`src/rtl/perm_enum_pkg.sv`:
```
// ----------------------------------------------------------------------------
// perm_enum_pkg
// Shared widths, action codes and defaults for the permutation enumerator.
// ----------------------------------------------------------------------------
package perm_enum_pkg;

  localparam int MAX_LETTERS_DEF = 8;

  localparam int ACTION_W   = 2;
  localparam int LETTER_W   = 8;
  localparam int POSITION_W = 3;
  localparam int LENGTH_W   = 4;
  localparam int WORD_W     = 64;

  localparam logic [ACTION_W-1:0] ACT_LOAD  = 2'd0;
  localparam logic [ACTION_W-1:0] ACT_BEGIN = 2'd1;
  localparam logic [ACTION_W-1:0] ACT_NEXT  = 2'd2;

endpackage

```
`src/rtl/perm_enum_if.sv`:
```
// ----------------------------------------------------------------------------
// perm_enum_if
// Valid/ready channels of the permutation enumerator: command in, word out.
// ----------------------------------------------------------------------------
interface perm_enum_in_if;
  logic                                  valid;
  logic                                  ready;
  logic [perm_enum_pkg::ACTION_W-1:0]    action;
  logic [perm_enum_pkg::LETTER_W-1:0]    letter;
  logic [perm_enum_pkg::POSITION_W-1:0]  position;
  logic [perm_enum_pkg::LENGTH_W-1:0]    length;

  modport source (output valid, action, letter, position, length, input ready);
  modport sink   (input valid, action, letter, position, length, output ready);
endinterface

interface perm_enum_out_if;
  logic                               valid;
  logic                               ready;
  logic [perm_enum_pkg::WORD_W-1:0]   word;
  logic                               valid_res;
  logic                               last;

  modport source (output valid, word, valid_res, last, input ready);
  modport sink   (input valid, word, valid_res, last, output ready);
endinterface

```
`src/rtl/permutation_enumerator.sv`:
```
// ----------------------------------------------------------------------------
// permutation_enumerator
// Letter store plus a per-level counter stack stepping through permutations.
// ----------------------------------------------------------------------------
// Usage:
//   in_ch carries commands: load puts a letter byte into a slot, begin sets
//   the word length (saturated to MAX_LETTERS) and restarts the sequence,
//   next asks for one permutation. Only next gives a result on out_ch.
//   A next item steps from idle through the scan state once per level
//   visited and the rotation state once per letter swap of each level
//   rotation, then the done state. The single swap unit, stepped by the
//   sequencer, does these swaps. in_ch.ready is low while a next item is
//   being worked on.
//   The result word packs letter k into bits 8k+7..8k, zero past the length;
//   last flags the final permutation, valid_res=0 with a zero word means the
//   sequence is exhausted or was never begun.
//   out_ch is a registered output; a stalled receiver holds the finished
//   result and the block waits before posting the next one.
//   After reset all letters are zero, the length is zero and the sequence is
//   exhausted.
// ----------------------------------------------------------------------------
module permutation_enumerator #(
  parameter int MAX_LETTERS = perm_enum_pkg::MAX_LETTERS_DEF
) (
  input  logic                   clk,
  input  logic                   rst_n,
  perm_enum_in_if.sink           in_ch,
  perm_enum_out_if.source        out_ch
);

  localparam int IDX_W = (MAX_LETTERS > 1) ? $clog2(MAX_LETTERS) : 1;
  localparam int LEN_W = $clog2(MAX_LETTERS + 1);
  localparam int SUM_W = LEN_W + 1;
  localparam int LTR_W = perm_enum_pkg::LETTER_W;

  typedef enum logic [3:0] {
    S_IDLE = 4'b0001,
    S_SCAN = 4'b0010,
    S_ROT  = 4'b0100,
    S_DONE = 4'b1000
  } state_t;

  state_t                         state_r, state_nxt;
  logic [LTR_W-1:0]               letters_r [MAX_LETTERS];
  logic [LTR_W-1:0]               letters_nxt [MAX_LETTERS];
  logic [IDX_W-1:0]               cnt_r [MAX_LETTERS];
  logic [IDX_W-1:0]               cnt_nxt [MAX_LETTERS];
  logic [LEN_W-1:0]               len_r, len_nxt;
  logic                           started_r, started_nxt;
  logic                           exhausted_r, exhausted_nxt;
  logic [IDX_W-1:0]               lvl_r, lvl_nxt;
  logic [IDX_W-1:0]               rot_pos_r, rot_pos_nxt;
  logic [perm_enum_pkg::WORD_W-1:0] word_r, word_nxt;
  logic                           res_valid_r, res_valid_nxt;
  logic                           res_last_r, res_last_nxt;
  logic                           out_valid_r, out_valid_nxt;
  logic [perm_enum_pkg::WORD_W-1:0] out_word_r, out_word_nxt;
  logic                           out_vres_r, out_vres_nxt;
  logic                           out_last_r, out_last_nxt;

  // shared swap unit
  logic                           sw_en;
  logic [IDX_W-1:0]               sw_a, sw_b;

  logic                           in_xfer;
  logic [SUM_W-1:0]               scan_target;
  logic [SUM_W-1:0]               rot_end;
  logic [perm_enum_pkg::WORD_W-1:0] packed_word;

  assign in_ch.ready = (state_r == S_IDLE);
  assign in_xfer     = in_ch.valid && in_ch.ready;

  assign out_ch.valid     = out_valid_r;
  assign out_ch.word      = out_word_r;
  assign out_ch.valid_res = out_vres_r;
  assign out_ch.last      = out_last_r;

  // front letter of the level goes against slot base + c + 1
  assign scan_target = SUM_W'(lvl_r) + SUM_W'(cnt_r[lvl_r]) + SUM_W'(1);
  assign rot_end     = SUM_W'(rot_pos_r) + SUM_W'(2);

  always_comb begin
    packed_word = '0;
    for (int k = 0; k < MAX_LETTERS; k++) begin
      if (LEN_W'(k) < len_r) begin
        packed_word[8*k +: 8] = letters_r[k];
      end
    end
  end

  always_comb begin
    state_nxt     = state_r;
    cnt_nxt       = cnt_r;
    len_nxt       = len_r;
    started_nxt   = started_r;
    exhausted_nxt = exhausted_r;
    lvl_nxt       = lvl_r;
    rot_pos_nxt   = rot_pos_r;
    word_nxt      = word_r;
    res_valid_nxt = res_valid_r;
    res_last_nxt  = res_last_r;
    out_valid_nxt = out_valid_r;
    out_word_nxt  = out_word_r;
    out_vres_nxt  = out_vres_r;
    out_last_nxt  = out_last_r;
    sw_en         = 1'b0;
    sw_a          = lvl_r;
    sw_b          = lvl_r;

    if (out_valid_r && out_ch.ready) begin
      out_valid_nxt = 1'b0;
    end

    case (state_r)
      S_IDLE: begin
        if (in_xfer) begin
          case (in_ch.action)
            perm_enum_pkg::ACT_BEGIN: begin
              if (in_ch.length > perm_enum_pkg::LENGTH_W'(MAX_LETTERS)) begin
                len_nxt = LEN_W'(MAX_LETTERS);
              end else begin
                len_nxt = LEN_W'(in_ch.length);
              end
              for (int e = 0; e < MAX_LETTERS; e++) begin
                cnt_nxt[e] = '0;
              end
              started_nxt   = 1'b1;
              exhausted_nxt = (in_ch.length == '0);
            end
            perm_enum_pkg::ACT_NEXT: begin
              if (!started_r || exhausted_r) begin
                word_nxt      = '0;
                res_valid_nxt = 1'b0;
                res_last_nxt  = 1'b0;
                state_nxt     = S_DONE;
              end else begin
                word_nxt      = packed_word;
                res_valid_nxt = 1'b1;
                if (len_r < LEN_W'(2)) begin
                  res_last_nxt = 1'b1;
                  state_nxt    = S_DONE;
                end else begin
                  res_last_nxt = 1'b0;
                  lvl_nxt      = IDX_W'(len_r - LEN_W'(2));
                  state_nxt    = S_SCAN;
                end
              end
            end
            default: begin
              // loads are handled in the letter store, other codes do nothing
            end
          endcase
        end
      end

      S_SCAN: begin
        if (scan_target < SUM_W'(len_r)) begin
          sw_en          = 1'b1;
          sw_a           = lvl_r;
          sw_b           = scan_target[IDX_W-1:0];
          cnt_nxt[lvl_r] = cnt_r[lvl_r] + IDX_W'(1);
          for (int e = 0; e < MAX_LETTERS; e++) begin
            if (IDX_W'(e) > lvl_r) begin
              cnt_nxt[e] = '0;
            end
          end
          state_nxt = S_DONE;
        end else begin
          // level finished: rotate its segment back into place
          cnt_nxt[lvl_r] = '0;
          rot_pos_nxt    = lvl_r;
          state_nxt      = S_ROT;
        end
      end

      S_ROT: begin
        sw_en = 1'b1;
        sw_a  = rot_pos_r;
        sw_b  = rot_pos_r + IDX_W'(1);
        if (rot_end == SUM_W'(len_r)) begin
          if (lvl_r == '0) begin
            res_last_nxt = 1'b1;
            state_nxt    = S_DONE;
          end else begin
            lvl_nxt   = lvl_r - IDX_W'(1);
            state_nxt = S_SCAN;
          end
        end else begin
          rot_pos_nxt = rot_pos_r + IDX_W'(1);
        end
      end

      S_DONE: begin
        if (!out_valid_r || out_ch.ready) begin
          out_valid_nxt = 1'b1;
          out_word_nxt  = word_r;
          out_vres_nxt  = res_valid_r;
          out_last_nxt  = res_last_r;
          if (res_valid_r && res_last_r) begin
            exhausted_nxt = 1'b1;
          end
          state_nxt = S_IDLE;
        end
      end

      default: begin
        state_nxt = S_IDLE;
      end
    endcase
  end

  // letter store: load writes one slot, the swap unit exchanges two
  always_comb begin
    letters_nxt = letters_r;
    if (in_xfer && in_ch.action == perm_enum_pkg::ACT_LOAD &&
        {1'b0, in_ch.position} < (perm_enum_pkg::POSITION_W + 1)'(MAX_LETTERS)) begin
      letters_nxt[in_ch.position[IDX_W-1:0]] = in_ch.letter;
    end
    if (sw_en) begin
      letters_nxt[sw_a] = letters_r[sw_b];
      letters_nxt[sw_b] = letters_r[sw_a];
    end
  end

  always_ff @(posedge clk) begin
    if (!rst_n) begin
      state_r     <= S_IDLE;
      len_r       <= '0;
      started_r   <= 1'b0;
      exhausted_r <= 1'b1;
      out_valid_r <= 1'b0;
      for (int k = 0; k < MAX_LETTERS; k++) begin
        letters_r[k] <= '0;
        cnt_r[k]     <= '0;
      end
    end else begin
      state_r     <= state_nxt;
      len_r       <= len_nxt;
      started_r   <= started_nxt;
      exhausted_r <= exhausted_nxt;
      out_valid_r <= out_valid_nxt;
      letters_r   <= letters_nxt;
      cnt_r       <= cnt_nxt;
    end
  end

  always_ff @(posedge clk) begin
    lvl_r       <= lvl_nxt;
    rot_pos_r   <= rot_pos_nxt;
    word_r      <= word_nxt;
    res_valid_r <= res_valid_nxt;
    res_last_r  <= res_last_nxt;
    out_word_r  <= out_word_nxt;
    out_vres_r  <= out_vres_nxt;
    out_last_r  <= out_last_nxt;
  end

`ifndef SYNTHESIS
  // an exhausted or unbegun request carries an empty word
  a_empty_result: assert property (@(posedge clk) disable iff (!rst_n)
    out_ch.valid && !out_ch.valid_res |-> out_ch.word == '0 && !out_ch.last)
    else $error("empty result carries data");

  // the scanned level always leaves at least two letters in its segment
  a_scan_level: assert property (@(posedge clk) disable iff (!rst_n)
    state_r == S_SCAN |-> SUM_W'(lvl_r) + SUM_W'(2) <= SUM_W'(len_r))
    else $error("scan level outside word");

  // rotation stays inside the segment of the current level
  a_rot_range: assert property (@(posedge clk) disable iff (!rst_n)
    state_r == S_ROT |-> rot_pos_r >= lvl_r && rot_end <= SUM_W'(len_r))
    else $error("rotation outside segment");
`endif

endmodule
```
`src/flat_wrapper.sv`:
```
// flat-port wrapper written by rule: the top's interface ports become plain ports
module permutation_enumerator_flat 
#(
  parameter int MAX_LETTERS = perm_enum_pkg::MAX_LETTERS_DEF
)
  (clk, rst_n, in_ch_valid, in_ch_action, in_ch_letter, in_ch_position, in_ch_length, in_ch_ready, out_ch_valid, out_ch_word, out_ch_valid_res, out_ch_last, out_ch_ready);
  perm_enum_in_if in_ch_i ();
  perm_enum_out_if out_ch_i ();
  input  logic clk;
  input  logic rst_n;
  input wire logic [$bits(in_ch_i.valid)-1:0] in_ch_valid;
  input wire logic [$bits(in_ch_i.action)-1:0] in_ch_action;
  input wire logic [$bits(in_ch_i.letter)-1:0] in_ch_letter;
  input wire logic [$bits(in_ch_i.position)-1:0] in_ch_position;
  input wire logic [$bits(in_ch_i.length)-1:0] in_ch_length;
  output wire logic [$bits(in_ch_i.ready)-1:0] in_ch_ready;
  output wire logic [$bits(out_ch_i.valid)-1:0] out_ch_valid;
  output wire logic [$bits(out_ch_i.word)-1:0] out_ch_word;
  output wire logic [$bits(out_ch_i.valid_res)-1:0] out_ch_valid_res;
  output wire logic [$bits(out_ch_i.last)-1:0] out_ch_last;
  input wire logic [$bits(out_ch_i.ready)-1:0] out_ch_ready;
  assign in_ch_i.valid = in_ch_valid;
  assign in_ch_i.action = in_ch_action;
  assign in_ch_i.letter = in_ch_letter;
  assign in_ch_i.position = in_ch_position;
  assign in_ch_i.length = in_ch_length;
  assign in_ch_ready = in_ch_i.ready;
  assign out_ch_valid = out_ch_i.valid;
  assign out_ch_word = out_ch_i.word;
  assign out_ch_valid_res = out_ch_i.valid_res;
  assign out_ch_last = out_ch_i.last;
  assign out_ch_i.ready = out_ch_ready;
  permutation_enumerator #(.MAX_LETTERS(MAX_LETTERS)) u_core (.clk(clk), .rst_n(rst_n), .in_ch(in_ch_i), .out_ch(out_ch_i));
endmodule
```
`config.mk`:
```
export PLATFORM = sky130hd
export DESIGN_NAME = permutation_enumerator_flat
export DESIGN_NICKNAME = d
export VERILOG_FILES = /design/src/rtl/perm_enum_pkg.sv /design/src/rtl/perm_enum_if.sv /design/src/rtl/permutation_enumerator.sv /design/src/flat_wrapper.sv
export SDC_FILE = /design/constraint.sdc
export NUM_CORES = 1
export LEC_CHECK = 0
export BUFFER_PORTS_ARGS = -buffer_cell sky130_fd_sc_hd__buf_2
export CAP_MARGIN = 0
export CORE_ASPECT_RATIO = 0.7
export CORE_MARGIN = 5
export CORE_UTILIZATION = 55
export DETAILED_ROUTE_END_ITERATION = 12
export PLACE_DENSITY = 0.82
export SLEW_MARGIN = 5
export SYNTH_ARGS = -nofsm -noshare
export SYNTH_HDL_FRONTEND = slang
export SYNTH_SLANG_ARGS = --single-unit
```
`constraint.sdc`:
```
create_clock -name clk -period 17.09 [get_ports clk]
set_input_delay 2.5635 -clock clk [delete_from_list [all_inputs] [get_ports clk]]
set_output_delay 2.5635 -clock clk [all_outputs]
set_load 0.05 [all_outputs]
```
; ---- After elaboration in Yosys (flattened, before gate mapping)
; Index checks and enable logic that the tools add are counted.
[word_totals]
ff_bits = 237
wordCells = 215
[op_classes]
n_lt_le_gt_ge = 27
muxes = 76
eq_ne = 19
add_sub_neg = 7
bitwise = 14
n_reduce_logical = 36
[ops]
columns = operator, count
row1 = 64-bit bitwise mux, 3
row2 = 64-bit 2-to-1 mux, 2
row3 = 8-bit demux with 3-bit select, 3
row4 = 24-bit 2-to-1 mux, 3
row5 = 3-bit 2-to-1 mux, 21
row6 = 8-bit 2-to-1 mux, 7
row7 = 8-bit binary-select mux with 3-bit select, 2
row8 = 24-bit case mux with 2 select lines, 1
row9 = 4-bit 2-to-1 mux, 9
row10 = 24-bit AND, 1
row11 = 24-bit bitwise mux, 1
row12 = 24-bit inverter, 1
row13 = 3-bit case mux with 2 select lines, 3
row14 = 4-bit greater-or-equal comparator (second input constant), 4
row15 = 3-bit by 4-bit < comparator with 1-bit output (first input constant), 4
row16 = 4-bit by 1-bit < comparator with 1-bit output (second input constant), 4
row17 = 2-bit inequality test (second input constant), 8
row18 = 3-bit inverter with 4-bit output, 4
row19 = 4-bit case mux with 4 select lines, 1
row20 = 2-bit OR reduction, 8
row21 = 1-bit 2-to-1 mux, 15
row22 = 3-bit > comparator (first input constant), 4
row23 = 3-bit AND reduction, 4
row24 = 5-bit AND reduction, 2
row25 = other kinds (35), 64

; ---- Longest topological paths before layout
[depth]
ltp_word = 16
mapped_depth = 23

; ---- Least setup slack after synthesis
; OpenSTA, ideal clock, no wires.
[synth_timing]
kind = input to register
start = in out_ch_ready
end = reg u_core.exhausted_r
required_time_ps = 16943
stages = 5
setup_time_ps = 147
path_slack_ps = 10850
arrival_time_ps = 6094
path_cell_list = nor2b_1 nor2_1 a31oi_1 o21ai_0 o311ai_0
[synth_via]
elab_chain_len = 3
[synth_rtl]
columns = element, line_no
row1 = "start, declared", flat_wrapper.sv:21  ; input wire logic [$bits(out_ch_i.ready)-1:0] out_ch_ready;
row2 = 1-bit logical OR, permutation_enumerator.sv:194  ; if (!out_valid_r || out_ch.ready) begin
row3 = 2-bit by 1-bit inequality test with 1-bit output (no source line), --
row4 = 5-bit AND reduction (no source line), --
row5 = "end signal, assigned", permutation_enumerator.sv:240  ; exhausted_r <= exhausted_nxt;
row6 = "end, declared", permutation_enumerator.sv:50  ; logic exhausted_r, exhausted_nxt;
; No other way between the ends.
; A chain may end at the register's enable or synchronous reset.

; ---- Final worst setup path
[layout_timing]
start = reg u_core.lvl_r[0]
end = reg u_core.letters_r[61] (netlist bit)
[layout_via]
elab_chain_len = 16
word_cells_on_any_way = 33
classes_between = add/sub: 2 / order compare: 5 / mux: 21 / bitwise: 3 / reduce/logical: 2
[layout_rtl]
columns = element, line_no
row1 = "start, declared", permutation_enumerator.sv:51  ; logic [IDX_W-1:0] lvl_r, lvl_nxt;
row2 = "start signal, assigned", permutation_enumerator.sv:248  ; lvl_r <= lvl_nxt;
row3 = 3-bit inverter with 4-bit output (not written as such), permutation_enumerator.sv:79  ; assign scan_target = SUM_W'(lvl_r) + SUM_W'(cnt_r[lvl_r]) + SUM_W'(1);
row4 = 3-bit binary-select mux with 3-bit select, permutation_enumerator.sv:79
row5 = 3-bit 2-to-1 mux (not written as such) (2 in series), permutation_enumerator.sv:79
row6 = 3-bit by 3-bit adder with 4-bit output, permutation_enumerator.sv:79
row7 = 5-bit by 1-bit adder with 5-bit output, permutation_enumerator.sv:79
row8 = 5-bit by 4-bit < comparator with 1-bit output, permutation_enumerator.sv:157  ; if (scan_target < SUM_W'(len_r)) begin
row9 = 3-bit 2-to-1 mux, permutation_enumerator.sv:157
row10 = 3-bit case mux with 2 select lines, permutation_enumerator.sv:114  ; case (state_r)
row11 = 3-bit inverter with 4-bit output (not written as such), "permutation_enumerator.sv:220, permutation_enumerator.sv:221"
row12 = 4-bit greater-or-equal comparator (not written as such) (tied with other cells), permutation_enumerator.sv:221  ; letters_nxt[sw_b] = letters_r[sw_a];
row13 = 1-bit logical AND (not written as such) / 8-bit 2-to-1 mux (equally long branches), "permutation_enumerator.sv:221, permutation_enumerator.sv:220"
row14 = 8-bit 2-to-1 mux (on tied branches), "permutation_enumerator.sv:221, permutation_enumerator.sv:220"
row15 = 8-bit demux with 3-bit select / 64-bit bitwise mux (equally long branches), "permutation_enumerator.sv:221, permutation_enumerator.sv:220"
row16 = 64-bit bitwise mux, permutation_enumerator.sv:221
row17 = 64-bit 2-to-1 mux *, permutation_enumerator.sv:219  ; if (sw_en) begin
row18 = "end signal, assigned", permutation_enumerator.sv:242  ; letters_r <= letters_nxt;
row19 = "end, declared", permutation_enumerator.sv:44  ; logic [LTR_W-1:0] letters_r [MAX_LETTERS];
; Every way passes the cells marked *; elsewhere a longest branch is shown, timed or not. The select of a mux whose other input is x is not followed.

==> flow_summary.toml <==
[power]
intPower_uw = 946.7
power_uw = 1227
static-leakage-power_uw = 0.004932
p_sw_uw = 280.3
p_clk_share_pct = 43.8
swShare_pct = 22.84
p_seq_share_pct = 50.3
ir_drop_v = 0.00006515
powerDensity_nw_per_um2 = 92.79
combPwrFrac_pct = 5.9

[global_route]
grt-ovfl-total = 0
grt_max_degree = 67
grt_pass1_vias = 8547
grt_antenna_before_repair = 3
grt_pass1_wl_um = 52400
track_usage_pct = 27.56

[clocking]
htree_num_levels = 1
cts.reportedPaths.clkPinSlew_ns = 0.07
clock_latency_ns = 0.53
cts_buffers = 23
cts-root-buf = "clkbuf_16"
tritoncts = "built"
clock-sinks = 237
cts_hold_buf = 0
postCtsSetupBuffers = 0
clk_path_buf_depth = 3
cts_resized = 0

[placement]
place.gp.congestion = 1.011
portBuffers = 88
dp_hpwl_um = 24270

[synth]
synth_area_um2 = 11840
synth_ff_type = "edfxtp_1"
synth_edf_count = 138
synthCells = 1034
ys_async_sr_fraction_pct = 0
synth_seq_cells = 237
syn_area_per_cell_um2 = 11.45
synth_nets = 1070
ys_warn_count = 0
yosysUniqueCellTypes = 77
yosysSeqAreaShare_pct = 51.76

[sta]
maxSlewViolCount = 0
slew_headroom_pct = 11.58
tightest_slew_ns = 1.316
finalCriticalPeriod_ns = 6.876
setup_viol = 0
fin_skew_ns = 0.01443
rsz0062_at_grt = "no"
final-hold-violation-count = 0
fin_setup_tns_ns = 0
max_freq_mhz = 145.4
period_share_pct = 40.24

[die]
die_h_um = 132.7
rows = 44
fp.dieW_um = 185.3
ios = 89
dieArea_um2 = 24600
coreArea_um2 = 20980
start_util_pct = 56.42

[final_layout]
syn_to_final_growth_pct = 11.72
fin_util_pct = 63.04
n_fill_cell = 1636
post_route_cells_drive_above_1_share_pct = 16.74
nets = 1136
register_area_um2 = 6126
multi_input_area_um2 = 5363
antenna_cells = 0

[critical_path]
crit_slowest_cell = "edfxtp_1"
max_stage_delay_ns = 0.92
cp_num_buf_inv = 1
cp-end-kind = "register"
critPathKind = "reg -> reg"
worstPathRequired_ns = 17.53
critical_path.top_delay_family = "compound AO/OA/AOI/OAI gates"
worstPathMaxFanout = 26
crit_path_start_kind = "register"
crit_chain = "inv_1, a221oi_1, o22ai_1, ha_1, fa_1, xor2_2, nand3_1, xor2_1, ha_1, or3_1, o22ai_4, and3_1, a221o_1, mux4_2, a221oi_1"
cp.arrival_ns = 7.31

[detailed_routing]
dr.pass1.iters = 6
viasPerCell = 6.632
drc = 0
wirelength_um = 34870
routedWlPerCell_um = 25.04
drtAntennaViolNets = 0
initialDrtViolationCount = 1456
vias = 9238

[run]
drv_cap = 0

[outcome]
status = "finished, final reports clean"

[hold_path]
hp-class = "reg -> reg"
[layout make-up]
class | count | area share, %
tap | 276 | 2.612
sequential | 237 | 46.33
timing repair buffer | 104 | 4.239
inverter | 10 | 0.2933
multi-input combinational | 724 | 40.56
clock inverter | 14 | 1.400
clock buffer | 28 | 4.570
[cells by family (layout without fill, tap and decap cells)]
kind of cell,Yosys count,in the layout,share of synthesized area [%]
AOI/OAI and AO/OA,214,214,12.58
xor gates and xnor gates,12,12,0.9516
adders and majority gates,15,15,1.649
buffers and inverters,73,156,3.277
DFF,237,237,51.76
muxes,172,172,15.67
and+or+nand+nor,311,311,14.11
[sequential cells by signal, summed over array words and instances (netlist names)]
name                     count
u_core.rot_pos_r             3
u_core.state_r               4
u_core.len_r                 4
u_core.res_last_r            1
u_core.started_r             1
u_core.word_r               64
u_core.exhausted_r           1
u_core.lvl_r                 3
u_core.out_ch.word          64
u_core.letters_r            64
u_core.res_valid_r           1
u_core.out_ch.last           1
u_core.out_ch.valid_res      1
u_core.out_ch.valid          1
u_core.cnt_r                24
[cells in the mapped netlist, drive strengths merged (10+ instances only)]
cell type  instances  area share (%)
a21oi             36             1.5
a22oi             32             2.0
a31oi             10            0.66
and2              64             3.4
and3              15            0.79
buf               23             1.6
clkbuf            40             1.4
dfxtp             99              17
edfxtp           138              35
ha                14             1.5
inv               10            0.32
mux2i            156              13
mux4              10             1.9
nand2             50             1.6
nand3             22             1.1
nor2             103             3.3
nor3              14             1.1
o21ai             29             1.2
o22ai             60             3.3
xor2              10            0.80
[per-layer routing]
metal / GRT usage, % / vias to the layer above / part of all wire (%)
met5: 0 / - / 0.11
met4: 7.172 / 6 / 2.8
met3: 9.712 / 90 / 15
met2: 35.79 / 696 / 39
met1: 43.25 / 4397 / 43
li1: - / 4049 / -
[power by group through the flow]
stage	clock [µW]	sequential, µW	combinational (µW)
final	537	617	72.5
after global routing	569	618	76.2
after CTS	541	617	70.3
after detailed placement	0	630	70.1
after global placement	0	629	69.0
after floorplan	0	629	51.3
[cell usage in the layout, fill, tap and decap left out, types with 16 or more instances in the layout]
cell | netlist | routed
buf_4 | 4 | 16
clkbuf_16 | 0 | 23
a21oi_1 | 36 | 36
o22ai_1 | 59 | 59
buf_2 | 6 | 88
o21ai_0 | 29 | 29
mux2i_1 | 156 | 155
nand3_1 | 20 | 20
and2_1 | 63 | 63
a22oi_1 | 32 | 32
dfxtp_1 | 99 | 99
edfxtp_1 | 138 | 138
nand2_1 | 50 | 50
nor2_1 | 102 | 100
[path summary, 6_finish.rpt]
path | depth (start not counted) | slack [ns] | endpoint | startpoint
hold reg to reg | 0 | 0.42 | u_core.out_ch.word[52] | u_core.word_r[52]
setup reg to reg | 15 | 10.21 | u_core.letters_r[61] | u_core.lvl_r[0]
hold / removal | 0 | 0.42 | u_core.out_ch.word[52] | u_core.word_r[52]
setup / recovery | 15 | 10.21 | u_core.letters_r[61] | u_core.lvl_r[0]
[stage by stage]
step / hold WS (ns) / cell area (µm²) / cells / worst slack, ns
after floorplan: 0.4003 / 11840 / 1034 / 10.85
after detailed placement: 0.4045 / 12430 / 1351 / 10.37
final: 0.4174 / 13220 / 1393 / 10.21
after CTS: 0.4175 / 13220 / 1393 / 10.35
after global placement: 0.4006 / 12430 / 1351 / 10.59
after global routing: 0.4225 / 13220 / 1393 / 9.877
Power figures use the tool's default switching activity.
